### src/design/adb_pkg.sv
// ----------------------------------------------------------------------------
// adb_pkg
// Shared types and constants of the message deframer: header layout, item tag
// passed from the front to the back, status codes and register indexes.
// ----------------------------------------------------------------------------
package adb_pkg;

  // Header layout: six little-endian 32-bit words
  localparam int HEADER_BYTES = 24;
  localparam int HDR_IDX_W    = $clog2(HEADER_BYTES);
  localparam logic [HDR_IDX_W-1:0] LAST_HDR_IDX = HDR_IDX_W'(HEADER_BYTES - 1);

  // Word numbers inside the header
  localparam logic [2:0] WORD_COMMAND = 3'd0;
  localparam logic [2:0] WORD_ARG0    = 3'd1;
  localparam logic [2:0] WORD_ARG1    = 3'd2;
  localparam logic [2:0] WORD_LENGTH  = 3'd3;
  localparam logic [2:0] WORD_CHECK   = 3'd4;
  localparam logic [2:0] WORD_MAGIC   = 3'd5;

  localparam logic [31:0] CMD_CONNECT        = 32'h4e58_4e43;
  localparam logic [31:0] VERSION_SKIP_CHECK = 32'h0100_0001;

  // Configuration
  localparam int CFG_IDX_W  = 8;
  localparam int CFG_DATA_W = 21;
  localparam int PAYLOAD_W  = 21;

  localparam logic [CFG_IDX_W-1:0] REG_PAYLOAD_LIMIT = CFG_IDX_W'(0);
  localparam logic [CFG_IDX_W-1:0] REG_ALLOW_NO_AUTH = CFG_IDX_W'(1);

  localparam logic [PAYLOAD_W-1:0] PAYLOAD_LIMIT_RESET = PAYLOAD_W'(4096);

  // Depth of the queue between front and back
  localparam int QUEUE_DEPTH = 2;

  // What the front decided about an item
  typedef enum logic [1:0] {
    END_NONE      = 2'd0,
    END_BAD_MAGIC = 2'd1,
    END_OVERSIZED = 2'd2,
    END_FINISH    = 2'd3
  } end_code_t;

  // Result status codes
  typedef enum logic [2:0] {
    ST_CONNECT_OK   = 3'd0,
    ST_BAD_MAGIC    = 3'd1,
    ST_OVERSIZED    = 3'd2,
    ST_BAD_CHECKSUM = 3'd3,
    ST_UNSUPPORTED  = 3'd4,
    ST_AUTH_REFUSED = 3'd5
  } status_t;

  // Classified item carried through the queue
  typedef struct packed {
    logic [7:0]           data;
    logic                 is_hdr;
    logic [HDR_IDX_W-1:0] idx;
    end_code_t            endc;
  } adb_item_t;

endpackage

### src/design/adb_if.sv
// ----------------------------------------------------------------------------
// adb_if
// Channel interfaces of the deframer: received bytes, status results and
// configuration writes.
// ----------------------------------------------------------------------------
interface adb_byte_if;
  logic       valid;
  logic       ready;
  logic [7:0] rx_byte;

  modport source (output valid, output rx_byte, input ready);
  modport sink   (input valid, input rx_byte, output ready);
endinterface

interface adb_status_if;
  logic        valid;
  logic        ready;
  logic [2:0]  status;
  logic [31:0] msg_command;
  logic [31:0] msg_arg0;
  logic [31:0] msg_arg1;
  logic        send_reply;

  modport source (output valid, output status, output msg_command, output msg_arg0,
                  output msg_arg1, output send_reply, input ready);
  modport sink   (input valid, input status, input msg_command, input msg_arg0,
                  input msg_arg1, input send_reply, output ready);
endinterface

interface adb_cfg_if;
  logic        valid;
  logic        ready;
  logic [7:0]  index;
  logic [20:0] data;

  modport source (output valid, output index, output data, input ready);
  modport sink   (input valid, input index, input data, output ready);
endinterface

### src/design/adb_front.sv
// ----------------------------------------------------------------------------
// adb_front
// Tracks the position in the message stream, checks magic and length as the
// header arrives and tags each byte with where it sits and what it ends.
// ----------------------------------------------------------------------------
module adb_front
  import adb_pkg::*;
(
  input  logic                 clk,
  input  logic                 rst,
  input  logic                 in_valid,
  output logic                 in_ready,
  input  logic [7:0]           in_byte,
  input  logic [PAYLOAD_W-1:0] payload_limit,
  output logic                 push_valid,
  input  logic                 push_ready,
  output adb_item_t            push_item
);

  logic [HDR_IDX_W-1:0] hdr_cnt;
  logic                 in_payload;
  logic [PAYLOAD_W-1:0] pay_cnt;
  logic [31:0]          command;
  logic [31:0]          length;
  logic                 magic_ok;

  logic                 fire;
  logic [HDR_IDX_W-1:0] hdr_word;
  logic                 magic_match;
  logic [PAYLOAD_W-1:0] pay_cnt_next;
  logic                 hdr_last;
  end_code_t            endc;

  assign in_ready   = push_ready;
  assign push_valid = in_valid;
  assign fire       = in_valid && push_ready;

  assign hdr_word     = hdr_cnt >> 2;
  assign magic_match  = (in_byte == ~command[8*hdr_cnt[1:0] +: 8]);
  assign pay_cnt_next = pay_cnt + PAYLOAD_W'(1);
  assign hdr_last     = !in_payload && (hdr_cnt == LAST_HDR_IDX);

  // Classify the current byte
  always_comb begin
    endc = END_NONE;
    if (in_payload) begin
      if (pay_cnt_next == length[PAYLOAD_W-1:0]) begin
        endc = END_FINISH;
      end
    end else if (hdr_last) begin
      if (!(magic_ok && magic_match)) begin
        endc = END_BAD_MAGIC;
      end else if (length > {{(32-PAYLOAD_W){1'b0}}, payload_limit}) begin
        endc = END_OVERSIZED;
      end else if (length == '0) begin
        endc = END_FINISH;
      end
    end
  end

  assign push_item.data   = in_byte;
  assign push_item.is_hdr = !in_payload;
  assign push_item.idx    = hdr_cnt;
  assign push_item.endc   = endc;

  // Advance position and capture the fields the front needs
  always_ff @(posedge clk) begin
    if (rst) begin
      hdr_cnt    <= '0;
      in_payload <= 1'b0;
      pay_cnt    <= '0;
      magic_ok   <= 1'b0;
    end else if (fire) begin
      if (in_payload) begin
        if (endc == END_FINISH) begin
          in_payload <= 1'b0;
          pay_cnt    <= '0;
        end else begin
          pay_cnt <= pay_cnt_next;
        end
      end else begin
        if (hdr_word == HDR_IDX_W'(WORD_MAGIC)) begin
          magic_ok <= (hdr_cnt[1:0] == 2'd0) ? magic_match : (magic_ok && magic_match);
        end
        if (hdr_last) begin
          hdr_cnt    <= '0;
          pay_cnt    <= '0;
          in_payload <= (endc == END_NONE);
        end else begin
          hdr_cnt <= hdr_cnt + HDR_IDX_W'(1);
        end
      end
    end
  end

  // Capture command and length bytes
  always_ff @(posedge clk) begin
    if (fire && !in_payload) begin
      if (hdr_word == HDR_IDX_W'(WORD_COMMAND)) begin
        command[8*hdr_cnt[1:0] +: 8] <= in_byte;
      end
      if (hdr_word == HDR_IDX_W'(WORD_LENGTH)) begin
        length[8*hdr_cnt[1:0] +: 8] <= in_byte;
      end
    end
  end

`ifndef SYNTHESIS
  a_hdr_cnt_range: assert property (@(posedge clk) disable iff (rst)
    hdr_cnt <= LAST_HDR_IDX)
    else $error("header count beyond last header byte");
  a_payload_header_clear: assert property (@(posedge clk) disable iff (rst)
    in_payload |-> (hdr_cnt == '0))
    else $error("header count not cleared during payload");
`endif

endmodule

### src/design/adb_queue.sv
// ----------------------------------------------------------------------------
// adb_queue
// Short first-in first-out queue of classified items between the front and
// the back of the deframer.
// ----------------------------------------------------------------------------
module adb_queue
  import adb_pkg::*;
#(
  parameter int DEPTH = QUEUE_DEPTH
) (
  input  logic      clk,
  input  logic      rst,
  input  logic      push_valid,
  output logic      push_ready,
  input  adb_item_t push_item,
  output logic      pop_valid,
  input  logic      pop_ready,
  output adb_item_t pop_item
);

  localparam int PW = (DEPTH > 1) ? $clog2(DEPTH) : 1;
  localparam int CW = $clog2(DEPTH + 1);

  adb_item_t      entries [DEPTH];
  logic [PW-1:0]  wr_ptr;
  logic [PW-1:0]  rd_ptr;
  logic [CW-1:0]  count;

  logic push_fire;
  logic pop_fire;

  assign push_ready = (count != CW'(DEPTH));
  assign pop_valid  = (count != '0);
  assign pop_item   = entries[rd_ptr];
  assign push_fire  = push_valid && push_ready;
  assign pop_fire   = pop_valid && pop_ready;

  // Advance pointers and occupancy
  always_ff @(posedge clk) begin
    if (rst) begin
      wr_ptr <= '0;
      rd_ptr <= '0;
      count  <= '0;
    end else begin
      if (push_fire) begin
        wr_ptr <= (wr_ptr == PW'(DEPTH - 1)) ? '0 : wr_ptr + PW'(1);
      end
      if (pop_fire) begin
        rd_ptr <= (rd_ptr == PW'(DEPTH - 1)) ? '0 : rd_ptr + PW'(1);
      end
      if (push_fire && !pop_fire) begin
        count <= count + CW'(1);
      end else if (pop_fire && !push_fire) begin
        count <= count - CW'(1);
      end
    end
  end

  // Store the incoming item
  always_ff @(posedge clk) begin
    if (push_fire) begin
      entries[wr_ptr] <= push_item;
    end
  end

`ifndef SYNTHESIS
  a_count_range: assert property (@(posedge clk) disable iff (rst)
    count <= CW'(DEPTH))
    else $error("queue occupancy beyond depth");
`endif

endmodule

### src/design/adb_back.sv
// ----------------------------------------------------------------------------
// adb_back
// Gathers the header words, sums the payload and turns each message end into
// a status result held in the output register.
// ----------------------------------------------------------------------------
module adb_back
  import adb_pkg::*;
(
  input  logic      clk,
  input  logic      rst,
  input  logic      pop_valid,
  output logic      pop_ready,
  input  adb_item_t pop_item,
  input  logic      allow_no_auth,
  adb_status_if.source tx
);

  logic [31:0] command;
  logic [31:0] arg0;
  logic [31:0] arg1;
  logic [31:0] check;
  logic [31:0] sum;

  logic        out_valid;
  status_t     out_status;
  logic [31:0] out_command;
  logic [31:0] out_arg0;
  logic [31:0] out_arg1;
  logic        out_reply;

  logic                 pop_fire;
  logic [HDR_IDX_W-1:0] hdr_word;
  logic [31:0]          sum_next;
  logic                 skip_check;
  status_t              status_next;

  assign pop_ready = !out_valid || tx.ready;
  assign pop_fire  = pop_valid && pop_ready;
  assign hdr_word  = pop_item.idx >> 2;
  assign sum_next  = pop_item.is_hdr ? sum : sum + {24'd0, pop_item.data};

  assign skip_check = (arg0 >= VERSION_SKIP_CHECK) && (check == '0);

  // Decide the status of a finished or rejected message
  always_comb begin
    unique case (pop_item.endc)
      END_BAD_MAGIC: status_next = ST_BAD_MAGIC;
      END_OVERSIZED: status_next = ST_OVERSIZED;
      default: begin
        if ((check != sum_next) && !skip_check) begin
          status_next = ST_BAD_CHECKSUM;
        end else if (command != CMD_CONNECT) begin
          status_next = ST_UNSUPPORTED;
        end else if (!allow_no_auth) begin
          status_next = ST_AUTH_REFUSED;
        end else begin
          status_next = ST_CONNECT_OK;
        end
      end
    endcase
  end

  // Store header bytes
  always_ff @(posedge clk) begin
    if (pop_fire && pop_item.is_hdr) begin
      if (hdr_word == HDR_IDX_W'(WORD_COMMAND)) begin
        command[8*pop_item.idx[1:0] +: 8] <= pop_item.data;
      end
      if (hdr_word == HDR_IDX_W'(WORD_ARG0)) begin
        arg0[8*pop_item.idx[1:0] +: 8] <= pop_item.data;
      end
      if (hdr_word == HDR_IDX_W'(WORD_ARG1)) begin
        arg1[8*pop_item.idx[1:0] +: 8] <= pop_item.data;
      end
      if (hdr_word == HDR_IDX_W'(WORD_CHECK)) begin
        check[8*pop_item.idx[1:0] +: 8] <= pop_item.data;
      end
    end
  end

  // Accumulate the payload sum, clear it at each message end
  always_ff @(posedge clk) begin
    if (rst) begin
      sum <= '0;
    end else if (pop_fire) begin
      sum <= (pop_item.endc != END_NONE) ? '0 : sum_next;
    end
  end

  // Hold the result until it is taken
  always_ff @(posedge clk) begin
    if (rst) begin
      out_valid <= 1'b0;
    end else if (pop_fire && (pop_item.endc != END_NONE)) begin
      out_valid <= 1'b1;
    end else if (tx.ready) begin
      out_valid <= 1'b0;
    end
  end

  always_ff @(posedge clk) begin
    if (pop_fire && (pop_item.endc != END_NONE)) begin
      out_status  <= status_next;
      out_command <= command;
      out_arg0    <= arg0;
      out_arg1    <= arg1;
      out_reply   <= (status_next == ST_CONNECT_OK);
    end
  end

  assign tx.valid       = out_valid;
  assign tx.status      = out_status;
  assign tx.msg_command = out_command;
  assign tx.msg_arg0    = out_arg0;
  assign tx.msg_arg1    = out_arg1;
  assign tx.send_reply  = out_reply;

`ifndef SYNTHESIS
  a_reply_only_on_ok: assert property (@(posedge clk) disable iff (rst)
    out_valid |-> (out_reply == (out_status == ST_CONNECT_OK)))
    else $error("reply flag disagrees with status");
  a_sum_cleared: assert property (@(posedge clk) disable iff (rst)
    (pop_fire && (pop_item.endc != END_NONE)) |=> (sum == '0))
    else $error("payload sum not cleared after message end");
`endif

endmodule

### src/design/adb_message_deframer.sv
// ----------------------------------------------------------------------------
// adb_message_deframer
// Byte-serial deframer for debug-bridge messages with a status per message.
// ----------------------------------------------------------------------------
// Takes one received byte per clock cycle, sustained, as long as results are
// taken. A front stage tags each byte (header position, payload, magic and
// length verdict) and a two-entry queue hands it to a back stage that keeps
// the header words and the payload sum. A status result is registered in the
// output register once the byte that ends the message has left the queue:
// the last header byte for a rejected header or an empty payload, otherwise
// the last payload byte. Input stalls only when the queue fills behind an
// untaken result. Configuration writes are always taken and must be made
// while no message is in flight. No clearing pass follows reset.
// ----------------------------------------------------------------------------
module adb_message_deframer
  import adb_pkg::*;
#(
  parameter int QUEUE_ENTRIES = QUEUE_DEPTH
) (
  input  logic         clk,
  input  logic         rst,
  adb_cfg_if.sink      cfg,
  adb_byte_if.sink     rx,
  adb_status_if.source tx
);

  logic [PAYLOAD_W-1:0] payload_limit;
  logic                 allow_no_auth;

  logic      push_valid;
  logic      push_ready;
  adb_item_t push_item;
  logic      pop_valid;
  logic      pop_ready;
  adb_item_t pop_item;

  // Configuration registers
  assign cfg.ready = 1'b1;

  always_ff @(posedge clk) begin
    if (rst) begin
      payload_limit <= PAYLOAD_LIMIT_RESET;
      allow_no_auth <= 1'b0;
    end else if (cfg.valid) begin
      if (cfg.index == REG_PAYLOAD_LIMIT) begin
        payload_limit <= cfg.data[PAYLOAD_W-1:0];
      end
      if (cfg.index == REG_ALLOW_NO_AUTH) begin
        allow_no_auth <= cfg.data[0];
      end
    end
  end

  adb_front u_front (
    .clk           (clk),
    .rst           (rst),
    .in_valid      (rx.valid),
    .in_ready      (rx.ready),
    .in_byte       (rx.rx_byte),
    .payload_limit (payload_limit),
    .push_valid    (push_valid),
    .push_ready    (push_ready),
    .push_item     (push_item)
  );

  adb_queue #(
    .DEPTH (QUEUE_ENTRIES)
  ) u_queue (
    .clk        (clk),
    .rst        (rst),
    .push_valid (push_valid),
    .push_ready (push_ready),
    .push_item  (push_item),
    .pop_valid  (pop_valid),
    .pop_ready  (pop_ready),
    .pop_item   (pop_item)
  );

  adb_back u_back (
    .clk           (clk),
    .rst           (rst),
    .pop_valid     (pop_valid),
    .pop_ready     (pop_ready),
    .pop_item      (pop_item),
    .allow_no_auth (allow_no_auth),
    .tx            (tx)
  );

endmodule

### src/flat_wrapper.sv
// flat-port wrapper written by rule: the top's interface ports become plain ports
module adb_message_deframer_flat import adb_pkg::*;
#(
  parameter int QUEUE_ENTRIES = QUEUE_DEPTH
)
  (clk, rst, cfg_valid, cfg_index, cfg_data, cfg_ready, rx_valid, rx_rx_byte, rx_ready, tx_valid, tx_status, tx_msg_command, tx_msg_arg0, tx_msg_arg1, tx_send_reply, tx_ready);
  adb_cfg_if cfg_i ();
  adb_byte_if rx_i ();
  adb_status_if tx_i ();
  input  logic clk;
  input  logic rst;
  input wire logic [$bits(cfg_i.valid)-1:0] cfg_valid;
  input wire logic [$bits(cfg_i.index)-1:0] cfg_index;
  input wire logic [$bits(cfg_i.data)-1:0] cfg_data;
  output wire logic [$bits(cfg_i.ready)-1:0] cfg_ready;
  input wire logic [$bits(rx_i.valid)-1:0] rx_valid;
  input wire logic [$bits(rx_i.rx_byte)-1:0] rx_rx_byte;
  output wire logic [$bits(rx_i.ready)-1:0] rx_ready;
  output wire logic [$bits(tx_i.valid)-1:0] tx_valid;
  output wire logic [$bits(tx_i.status)-1:0] tx_status;
  output wire logic [$bits(tx_i.msg_command)-1:0] tx_msg_command;
  output wire logic [$bits(tx_i.msg_arg0)-1:0] tx_msg_arg0;
  output wire logic [$bits(tx_i.msg_arg1)-1:0] tx_msg_arg1;
  output wire logic [$bits(tx_i.send_reply)-1:0] tx_send_reply;
  input wire logic [$bits(tx_i.ready)-1:0] tx_ready;
  assign cfg_i.valid = cfg_valid;
  assign cfg_i.index = cfg_index;
  assign cfg_i.data = cfg_data;
  assign cfg_ready = cfg_i.ready;
  assign rx_i.valid = rx_valid;
  assign rx_i.rx_byte = rx_rx_byte;
  assign rx_ready = rx_i.ready;
  assign tx_valid = tx_i.valid;
  assign tx_status = tx_i.status;
  assign tx_msg_command = tx_i.msg_command;
  assign tx_msg_arg0 = tx_i.msg_arg0;
  assign tx_msg_arg1 = tx_i.msg_arg1;
  assign tx_send_reply = tx_i.send_reply;
  assign tx_i.ready = tx_ready;
  adb_message_deframer #(.QUEUE_ENTRIES(QUEUE_ENTRIES)) u_core (.clk(clk), .rst(rst), .cfg(cfg_i), .rx(rx_i), .tx(tx_i));
endmodule
### config.mk
export PLATFORM = sky130hd
export DESIGN_NAME = adb_message_deframer_flat
export DESIGN_NICKNAME = d
export VERILOG_FILES = /design/src/design/adb_pkg.sv /design/src/design/adb_if.sv /design/src/design/adb_front.sv /design/src/design/adb_queue.sv /design/src/design/adb_back.sv /design/src/design/adb_message_deframer.sv /design/src/flat_wrapper.sv
export SDC_FILE = /design/constraint.sdc
export NUM_CORES = 1
export LEC_CHECK = 0
export BUFFER_PORTS_ARGS = -buffer_cell sky130_fd_sc_hd__buf_2
export CAP_MARGIN = 40
export CORE_MARGIN = 2
export CORE_UTILIZATION = 58
export DETAILED_ROUTE_END_ITERATION = 8
export PLACE_DENSITY = 0.75
export SLEW_MARGIN = 40
export SYNTH_ARGS = -nofsm -noshare
export SYNTH_HDL_FRONTEND = slang
export SYNTH_SLANG_ARGS = --single-unit
### constraint.sdc
create_clock -name clk -period 7.7 [get_ports clk]
set_input_delay 0.385 -clock clk [delete_from_list [all_inputs] [get_ports clk]]
set_output_delay 0.385 -clock clk [all_outputs]
set_load 0.03 [all_outputs]
==> results of run 1 <==
==> layout by cell type, fill, tap and decap left out, types with 9 or more instances in the layout <==
cell type and instances:
xnor2_1 47, a21o_1 14, and2_1 61, mux2i_1 51, and3_1 9, edfxtp_1 324
inv_1 59, o21ai_0 32, buf_4 9, ha_1 44, nand3_1 47, nand4_1 33
clkbuf_16 41, nor2b_1 10, buf_2 143, xor2_1 43, nor3_1 37, nor4_1 34
dfxtp_1 86, nor2_1 124, or3_1 17, nand2_1 96, a21oi_1 64
==> synthesized netlist by cell type, types with 10 or more instances <==
cell type / instances / area (µm²)
mux2i_1: 51 / 510
nor3_1: 38 / 190
nor2_1: 126 / 473
or3_1: 17 / 106
nand3_1: 47 / 235
nor4_1: 35 / 219
a21o_1: 14 / 105
o21ai_0: 32 / 160
dfxtp_1: 88 / 1760
a21oi_1: 65 / 325
ha_1: 44 / 551
xor2_1: 43 / 377
inv_1: 59 / 221
nor2b_1: 10 / 62.6
nand4_1: 33 / 206
edfxtp_1: 324 / 9730
xnor2_1: 47 / 412
and2_1: 61 / 382
nand2_1: 96 / 360
clkbuf_1: 28 / 105
==> through the flow <==
step	utilization (%)	std cells
6_report	67.0	2020
5_1_grt	67.0	2019
4_1_cts	67.0	2019
3_5_place_dp	62.7	1946
3_3_place_gp	62.6	1946
2_1_floorplan	-	1451
==> area by class of cell <==
cell class,instances,area (µm²),area share [%]
flip-flops and latches,412,11500,55.8
repair buffers,153,795,3.85
diodes,1,2.50,0.0121
well taps,396,495,2.40
multi-input cells,926,6270,30.4
clock buffers,49,1080,5.22
clock inverters,24,259,1.26
inverters,59,221,1.07
==> power breakdown <==
part | total (mW) | internal (mW) | switching [mW]
combinational | 1.37 | 0.344 | 1.02
sequential | 2.91 | 2.79 | 0.117
clock | 1.99 | 1.14 | 0.845
total | 6.27 | 4.28 | 1.99
==> worst max-delay path: stages (launching register included) <==
cell and delay (ns):
dfxtp_2 0.68, mux2i_1 0.53, inv_1 0.12, ha_1 0.46, and3_1 0.29, nand3_1 0.46, a2111oi_2 0.58, xnor2_1 0.17
o21ai_0 0.15, nor4_1 0.20, nand4_1 0.18, o21ai_1 0.19, nand2_1 0.06
==> metal layers <==
| metal | vias to the layer above | track usage [%] |
|---|---|---|
| met5 | - | 0 |
| met4 | 0 | 12.1 |
| met3 | 140 | 4.96 |
| met2 | 514 | 44.8 |
| met1 | 5859 | 34.6 |
| li1 | 5671 | - |
==> sequential cells by signal, indices dropped and copies added, names as in the netlist, 2 cells and up, named ones only <==
signal and count:
u_core.u_back.arg1 32, u_core.u_front.length 32, u_core.u_back.command 32, u_core.u_queue.count 2, u_core.u_front.command 32, u_core.u_front.pay_cnt 21, u_core.u_back.arg0 32, u_core.u_queue.entries 32
u_core.u_back.sum 32, u_core.u_back.check 32, u_core.u_back.tx.msg_arg0 32, u_core.u_back.tx.status 3, u_core.u_back.tx.msg_command 32, u_core.u_back.tx.msg_arg1 32, u_core.payload_limit 21, u_core.u_front.hdr_cnt 5
==> cells by family (layout without fill, tap and decap cells) <==
| kind of cell | count (synthesis) | count (layout) | synth area share, % |
|---|---|---|---|
| fa+ha+maj | 45 | 45 | 3.13 |
| mux | 57 | 57 | 3.42 |
| compound gates | 203 | 203 | 7.71 |
| other cells | 1 | 2 | 0.0206 |
| xor+xnor | 92 | 92 | 4.57 |
| simple gates | 528 | 528 | 15.4 |
| buf+inv | 113 | 285 | 2.69 |
| flops | 412 | 412 | 63.1 |
==> worst min-delay path by stage <==
stage | startpoint | endpoint | slack, ns | depth (start not counted)
floorplan | u_core.u_back.arg1[0] | u_core.u_back.tx.msg_arg1[0] | 0.40 | 0
global placement | u_core.u_back.arg1[11] | u_core.u_back.tx.msg_arg1[11] | 0.40 | 0
detailed placement | u_core.u_back.arg1[11] | u_core.u_back.tx.msg_arg1[11] | 0.40 | 0
CTS | cfg_data[12] | u_core.payload_limit[12] | 0.03 | 2
global route | cfg_data[12] | u_core.payload_limit[12] | 0.04 | 2
finish | cfg_data[12] | u_core.payload_limit[12] | 0.05 | 2
==> results_dict.tcl, run 1 <==
set metrics [dict create \
    outcome "completed" \
    dieArea_mm2 0.0328 \
    gr-total-overflow 0 \
    core-area_mm2 0.0307 \
    place_congestion 0.946 \
    clockBufferDepth 3 \
    fp.dieW_um 181 \
    cts-root-buf "clkbuf_16" \
    hold_buffers 0 \
    htreeDepth 2 \
    mappedNetlistArea_mm2 0.0182 \
    period_needed_ns 4.33 \
    maxCapViolCount 0 \
    antenna_found_initial 1 \
    fill_cells 2244 \
    ant_nets 0 \
    synth_edf_count 324 \
    rsz0062_at_grt "no" \
    cts.sinks 412 \
    fin_crit_sh_pct 56.2 \
    whs_ns 0.0529 \
    grt_pass1_vias 11939 \
    final.setup.tns_ns 0 \
    cellLeakagePower_nw 7.20 \
    place_ws_ns 3.49 \
    drtIter0Drc 1281 \
    post-cts-setup-buffers 0 \
    clk_latency_ns 0.55 \
    layout-drive-gt1-share_pct 16.1 \
    worstMarginPinSlew_ns 0.757 \
    grt_max_degree 73 \
    crit_path_start_kind "flop" \
    num_rows 64 \
    grt_usage_pct 26.9 \
    worstRegToRegCells 12 \
    wl_met1_um 17400 \
    cp.required_ns 8.00 \
    ys.warnings.count 0 \
    end_kind "flop" \
    endpoint "u_core.u_back.tx.status[1]" \
    wl_met3_um 3120 \
    path_max_fanout 21 \
    regToRegSetupSlack_ns 3.37 \
    place_area_mm2 0.0193 \
    finalSetupViolCount 0 \
    start_util_pct 59.2 \
    dr_wl_met2_um 21300 \
    worst_slack_ns 3.37 \
    io_buffers 143 \
    ys_seq_elements 412 \
    cts_buffers 40 \
    p_total_mw 6.27 \
    synthDistinctLibCells 88 \
    synth_cells 1451 \
    seq_area_frac_synth_pct 63.1 \
    slew_headroom_pct 49.4 \
    dr.pass1.iters 6 \
    vias_per_cell 6.03 \
    vias 12184 \
    hold_class "input port to flop" \
    drc 0 \
    power_density_mw_per_mm2 304 \
    synth-main-ff-cell "edfxtp_1" \
    ir_drop_v 0.000216 \
    arrival_ns 4.63 \
    io_pins 145 \
    skew_ns 0.0197 \
    stdcell_area_mm2 0.0206 \
    hpwl_um 31800 \
    die_h_um 181 \
    fmax_ghz 0.231 \
    wl_per_cell_um 21.7 \
    drt_wl_total_um 43900 \
    synthArstFlopShare_pct 0 \
    rr_endpoint "u_core.u_back.tx.status[1]" \
    cts_resized 0 \
    grt_first_pass_wirelength_um 68200 \
    path_class "flop to flop" \
    area_growth_pct 13.2 \
    topRoutingLayerUsed "met4" \
    synth_nets 1538 \
    hold_viol_final 0 \
    postSynthAreaPerCell_um2 12.6 \
    clk_pin_slew_ns 0.06 \
    nets 1679 \
    cts_tree "built" \
    maxSlewViolCount 0 \
]
(Power assumes the default switching activity.)
==> run 2, diff against run 1 <==
Settings changed: CORE_UTILIZATION 58 to 54, PLACE_DENSITY 0.75 to 0.73.
Clock period 7.7 ns to 3.5 ns, I/O delays scaled along.
==> run 2 against run 1 <==
  * First-iteration DRC count down 19%
  * Critical path depth is 3 higher
  * Non-clock buffer count rose by 93
  * Sequential share of layout area down 2.7 points
  * Die area is 7.2% higher
  * Largest cell class unchanged
==> results_dict.tcl, run 2 (same netlist as run 1, synthesis figures left out) <==
set metrics [dict create \
    stdcell_area_mm2 0.0217 \
    grt_pass1_vias 12158 \
    ant_nets 0 \
    wl_per_cell_um 20.1 \
    fill_cells 2539 \
    fmax_ghz 0.298 \
    drt_wl_total_um 43500 \
    maxSlewViolCount 0 \
    cp.required_ns 3.80 \
    drtIter0Drc 1037 \
    vias 12418 \
    multi_input_area_mm2 0.00638 \
    post-route-util_pct 65.0 \
    topRoutingLayerUsed "met4" \
    cts_buffers 41 \
    nets 1773 \
    path_max_fanout 8 \
    clockBufferDepth 3 \
    io_buffers 143 \
    io_pins 145 \
    num_antenna_cells 0 \
    cellLeakagePower_nw 7.69 \
    rsz0062_at_grt "no" \
    regToRegSetupSlack_ns 0.15 \
    wl_met1_um 17600 \
    fin_crit_sh_pct 95.8 \
    seqCellArea_mm2 0.0115 \
    slew_headroom_pct 46.8 \
    dieArea_mm2 0.0352 \
    cts.sinks 412 \
    period_needed_ns 3.35 \
    area_growth_pct 19.0 \
    final_cell_mix "edfxtp_1 (324), buf_2 (143), nor2_1 (124)" \
    num_rows 67 \
    arrival_ns 3.65 \
    path_class "flop to flop" \
    cts-root-buf "clkbuf_16" \
    ir_drop_v 0.000444 \
    start_util_pct 54.6 \
    vias_per_cell 5.74 \
    place_ws_ns 0.0514 \
    cts_tree "built" \
    core-area_mm2 0.0334 \
    clk_pin_slew_ns 0.07 \
    drc 0 \
    skew_ns 0.0203 \
    place_area_mm2 0.0199 \
    layout-drive-gt1-share_pct 19.8 \
    finalSetupViolCount 0 \
    grt_first_pass_wirelength_um 67100 \
    hpwl_um 31400 \
    clk_latency_ns 0.56 \
    htreeDepth 2 \
    dr.pass1.iters 5 \
    dr_wl_met2_um 21800 \
    fp.dieW_um 188 \
    hold_viol_final 0 \
    wl_met3_um 2650 \
    whs_ns 0.0765 \
    final_common_cell "edfxtp_1" \
    final.setup.tns_ns 0 \
    gr-total-overflow 0 \
    hold_class "input port to flop" \
    power_density_mw_per_mm2 649 \
    place_congestion 0.894 \
    maxCapViolCount 0 \
    antenna_found_initial 0 \
    grt_max_degree 55 \
    grt_usage_pct 24.6 \
    worst_slack_ns 0.146 \
    crit_path_start_kind "flop" \
    die_h_um 188 \
    outcome "completed" \
    end_kind "flop" \
    worstMarginPinSlew_ns 0.796 \
]
run 2: changes by cell type in the layout (fill, tap and decap cells not counted), sizes merged:
| cell | previous run | this run |
|---|---|---|
| clkbuf | 49 | 48 |
| diode | 1 | 0 |
| clkinvlp | 3 | 1 |
| clkinv | 13 | 17 |
| buf | 153 | 216 |
| inv | 63 | 61 |
| dlygate4sd3 | 0 | 30 |
| bufinv | 4 | 5 |
run 2: per-stage QoR:
step / std cells / power, mW
2_1_floorplan: 1451 / 8.49
3_3_place_gp: 2061 / 9.60
3_5_place_dp: 2061 / 9.64
4_1_cts: 2164 / 14.1
5_1_grt: 2164 / 14.6
6_report: 2164 / 14.1
run 2: critical path, stage by stage, from the launching register on:
cell,delay [ns]
dfxtp_4,0.38
buf_12,0.12
mux2i_2,0.22
inv_1,0.07
ha_1,0.31
a21o_1,0.23
a221oi_4,0.34
buf_12,0.18
a211oi_4,0.08
buf_4,0.17
a21oi_1,0.13
o21ai_1,0.10
nor4_2,0.31
nand4_1,0.21
o21ai_2,0.19
nand2_1,0.06
run 2: metal layers:
layer / track usage (%) / up-vias
li1: - / 5860
met1: 31.4 / 5987
met2: 42.5 / 470
met3: 4.12 / 101
met5: 0 / -
met4: 9.02 / 0
run 2: worst paths after layout:
| check | startpoint | end | cells past startpoint |
|---|---|---|---|
| worst max-delay path | flop | u_core.u_back.tx.status[0] | 15 |
| worst min-delay path | rst | u_core.u_queue.wr_ptr | 2 |
| worst max register to register | flop | u_core.u_back.tx.status[0] | 15 |
| worst min register to register | u_core.u_back.arg1[2] | u_core.u_back.tx.msg_arg1[2] | 0 |
run 2: power by group:
group	internal (mW)	total, mW	leakage, nW	switching (mW)
sequential	6.14	6.35	3.71	0.204
combinational	0.974	3.28	3.32	2.30
clock	2.57	4.44	0.669	1.87
total	9.69	14.1	7.69	4.37
run 2: final cells by class:
type	instances	area share, %
flip-flops and latches	412	53.0
multi-input cells	926	29.4
repair buffers	246	7.58
clock buffers	48	4.90
well taps	448	2.59
clock inverters	25	1.42
inverters	59	1.02
run 2: timing repair:
action / 4_1_cts / 5_1_grt
endpoints found under the hold margin: 37 / 0
resized for setup: 0 / 25
setup endpoints to repair: 0 / 8
hold buffers: 30 / 0
buffers inserted: 0 / 0
==> run 3, diff against run 2 <==
Settings changed: PLACE_DENSITY 0.73 to 0.76.
==> run 3 against run 2 <==
  * Register-to-register slack improved by 0.06 ns
  * Wire length grew 0.72%
  * Die area unchanged
  * Flip-flop and latch count is the same
  * Fmax is 2.0% higher
  * Core utilization down 0.14 points
  * Critical path depth unchanged
  * Via count up 1.0%
  * Critical path type unchanged
==> results_dict.tcl, run 3 (same netlist as run 1, synthesis figures left out) <==
set metrics [dict create \
    clockBufferDepth 3 \
    io_buffers 143 \
    maxCapViolCount 0 \
    final_cell_mix "edfxtp_1 (324), buf_2 (143), nor2_1 (124)" \
    holdPathStages 4 \
    p_seq_share_pct 45.6 \
    vias_per_cell 5.79 \
    grt_usage_pct 24.8 \
    fp.dieW_um 188 \
    antenna_found_initial 0 \
    fin_crit_sh_pct 94.0 \
    regToRegSetupSlack_ns 0.21 \
    drt_wl_total_um 43800 \
    place_ws_ns 0.0137 \
    hold_viol_final 0 \
    min_from "cfg_index[0]" \
    skew_ns 0.0120 \
    die_h_um 188 \
    arrival_ns 3.59 \
    p_comb_share_pct 23.9 \
    drc 0 \
    dr.pass1.iters 5 \
    nets 1776 \
    final_common_cell "edfxtp_1" \
    power_density_mw_per_mm2 645 \
    layout-drive-gt1-share_pct 19.8 \
    place_area_mm2 0.0199 \
    power_frac_clock_pct 30.6 \
    crit_path_start_kind "flop" \
    wl_per_cell_um 20.2 \
    vias 12548 \
    dieArea_mm2 0.0352 \
    ant_nets 0 \
    period_needed_ns 3.29 \
    stdcell_area_mm2 0.0216 \
    rr_endpoint "u_core.u_back.tx.status[1]" \
    hpwl_um 31700 \
    p_sw_mw 4.36 \
    path_max_fanout 8 \
    grt_max_degree 70 \
    worstMarginPinSlew_ns 0.817 \
    slew_headroom_pct 45.5 \
    ir_drop_v 0.000431 \
    finalSetupViolCount 0 \
    worstRegToRegCells 15 \
    gr-total-overflow 0 \
    whs_ns 0.0130 \
    grt_pass1_vias 12373 \
    maxSlewViolCount 0 \
    io_pins 145 \
    place_congestion 0.928 \
    cts_tree "built" \
    dp.cells 2065 \
    drtIter0Drc 1006 \
    post-route-util_pct 64.8 \
    final.setup.tns_ns 0 \
    cellLeakagePower_nw 7.66 \
    p_int_mw 9.58 \
    hold_path_end "u_core.allow_no_auth" \
    fmax_ghz 0.304 \
    cts-root-buf "clkbuf_16" \
    path_class "flop to flop" \
    outcome "completed" \
    num_antenna_cells 0 \
    cts.sinks 412 \
    core-area_mm2 0.0334 \
    grt_first_pass_wirelength_um 68100 \
    finalNonFillerCells 2169 \
    end_kind "flop" \
    clk_pin_slew_ns 0.06 \
    swShare_pct 31.3 \
    start_util_pct 54.6 \
    hold_class "input port to flop" \
    num_rows 67 \
    clk_latency_ns 0.54 \
    htreeDepth 2 \
    worst_slack_ns 0.211 \
    p_total_mw 13.9 \
    cts_buffers 40 \
    area_growth_pct 18.7 \
    cp.required_ns 3.80 \
]
## run 3: cell type report
type | count | area (µm²)
fillers | 2492 | 11700
well taps | 448 | 561
repair buffers | 250 | 1650
clock inverters | 23 | 230
flip-flops and latches | 412 | 11500
clock buffers | 51 | 1080
inverters | 59 | 221
multi-input cells | 926 | 6380
## run 3: timing repair
action | CTS | global route
resized for setup | 1 | 23
endpoints found under the hold margin | 36 | 2
endpoints found under the setup margin | 2 | 5
hold buffers | 28 | 1
pin swaps | 0 | 3
setup buffers | 0 | 1
## run 3: power by group through the flow
stage	logic, mW	registers [mW]	clock network [mW]
floorplan	1.40	7.09	0
global placement	3.19	6.44	0
detailed placement	3.24	6.45	0
CTS	3.29	6.35	4.30
global route	3.55	6.40	4.50
finish	3.33	6.35	4.26
## run 3: metal layers
layer	vias to the layer above	global-route usage (%)	wire length [µm]
li1	5883	-	-
met1	6049	31.5	17600
met2	525	44.0	22200
met3	91	3.50	2900
met4	0	7.69	1220
met5	-	0	0
## run 3: worst max path at each step
stage | startpoint | to | slack (ns)
floorplan | flop | u_core.u_back.tx.status[0] | 0.02
global placement | flop | u_core.u_back.tx.status[0] | 0.04
detailed placement | flop | u_core.u_back.tx.status[1] | 0.01
CTS | flop | u_core.u_back.tx.status[1] | 0.03
global route | flop | u_core.u_back.tx.status[0] | -0.01
finish | flop | u_core.u_back.tx.status[1] | 0.21
## run 3: critical path, cell delays in order (launching register included)
cell	delay, ns
dfxtp_4	0.39
buf_4	0.16
mux2i_1	0.24
inv_1	0.08
ha_1	0.32
a21o_1	0.22
a221oi_4	0.31
buf_12	0.18
a211oi_4	0.07
buf_4	0.17
a21oi_1	0.14
o21ai_0	0.14
nor4_2	0.19
nand4_1	0.20
o21ai_2	0.18
nand2_1	0.06
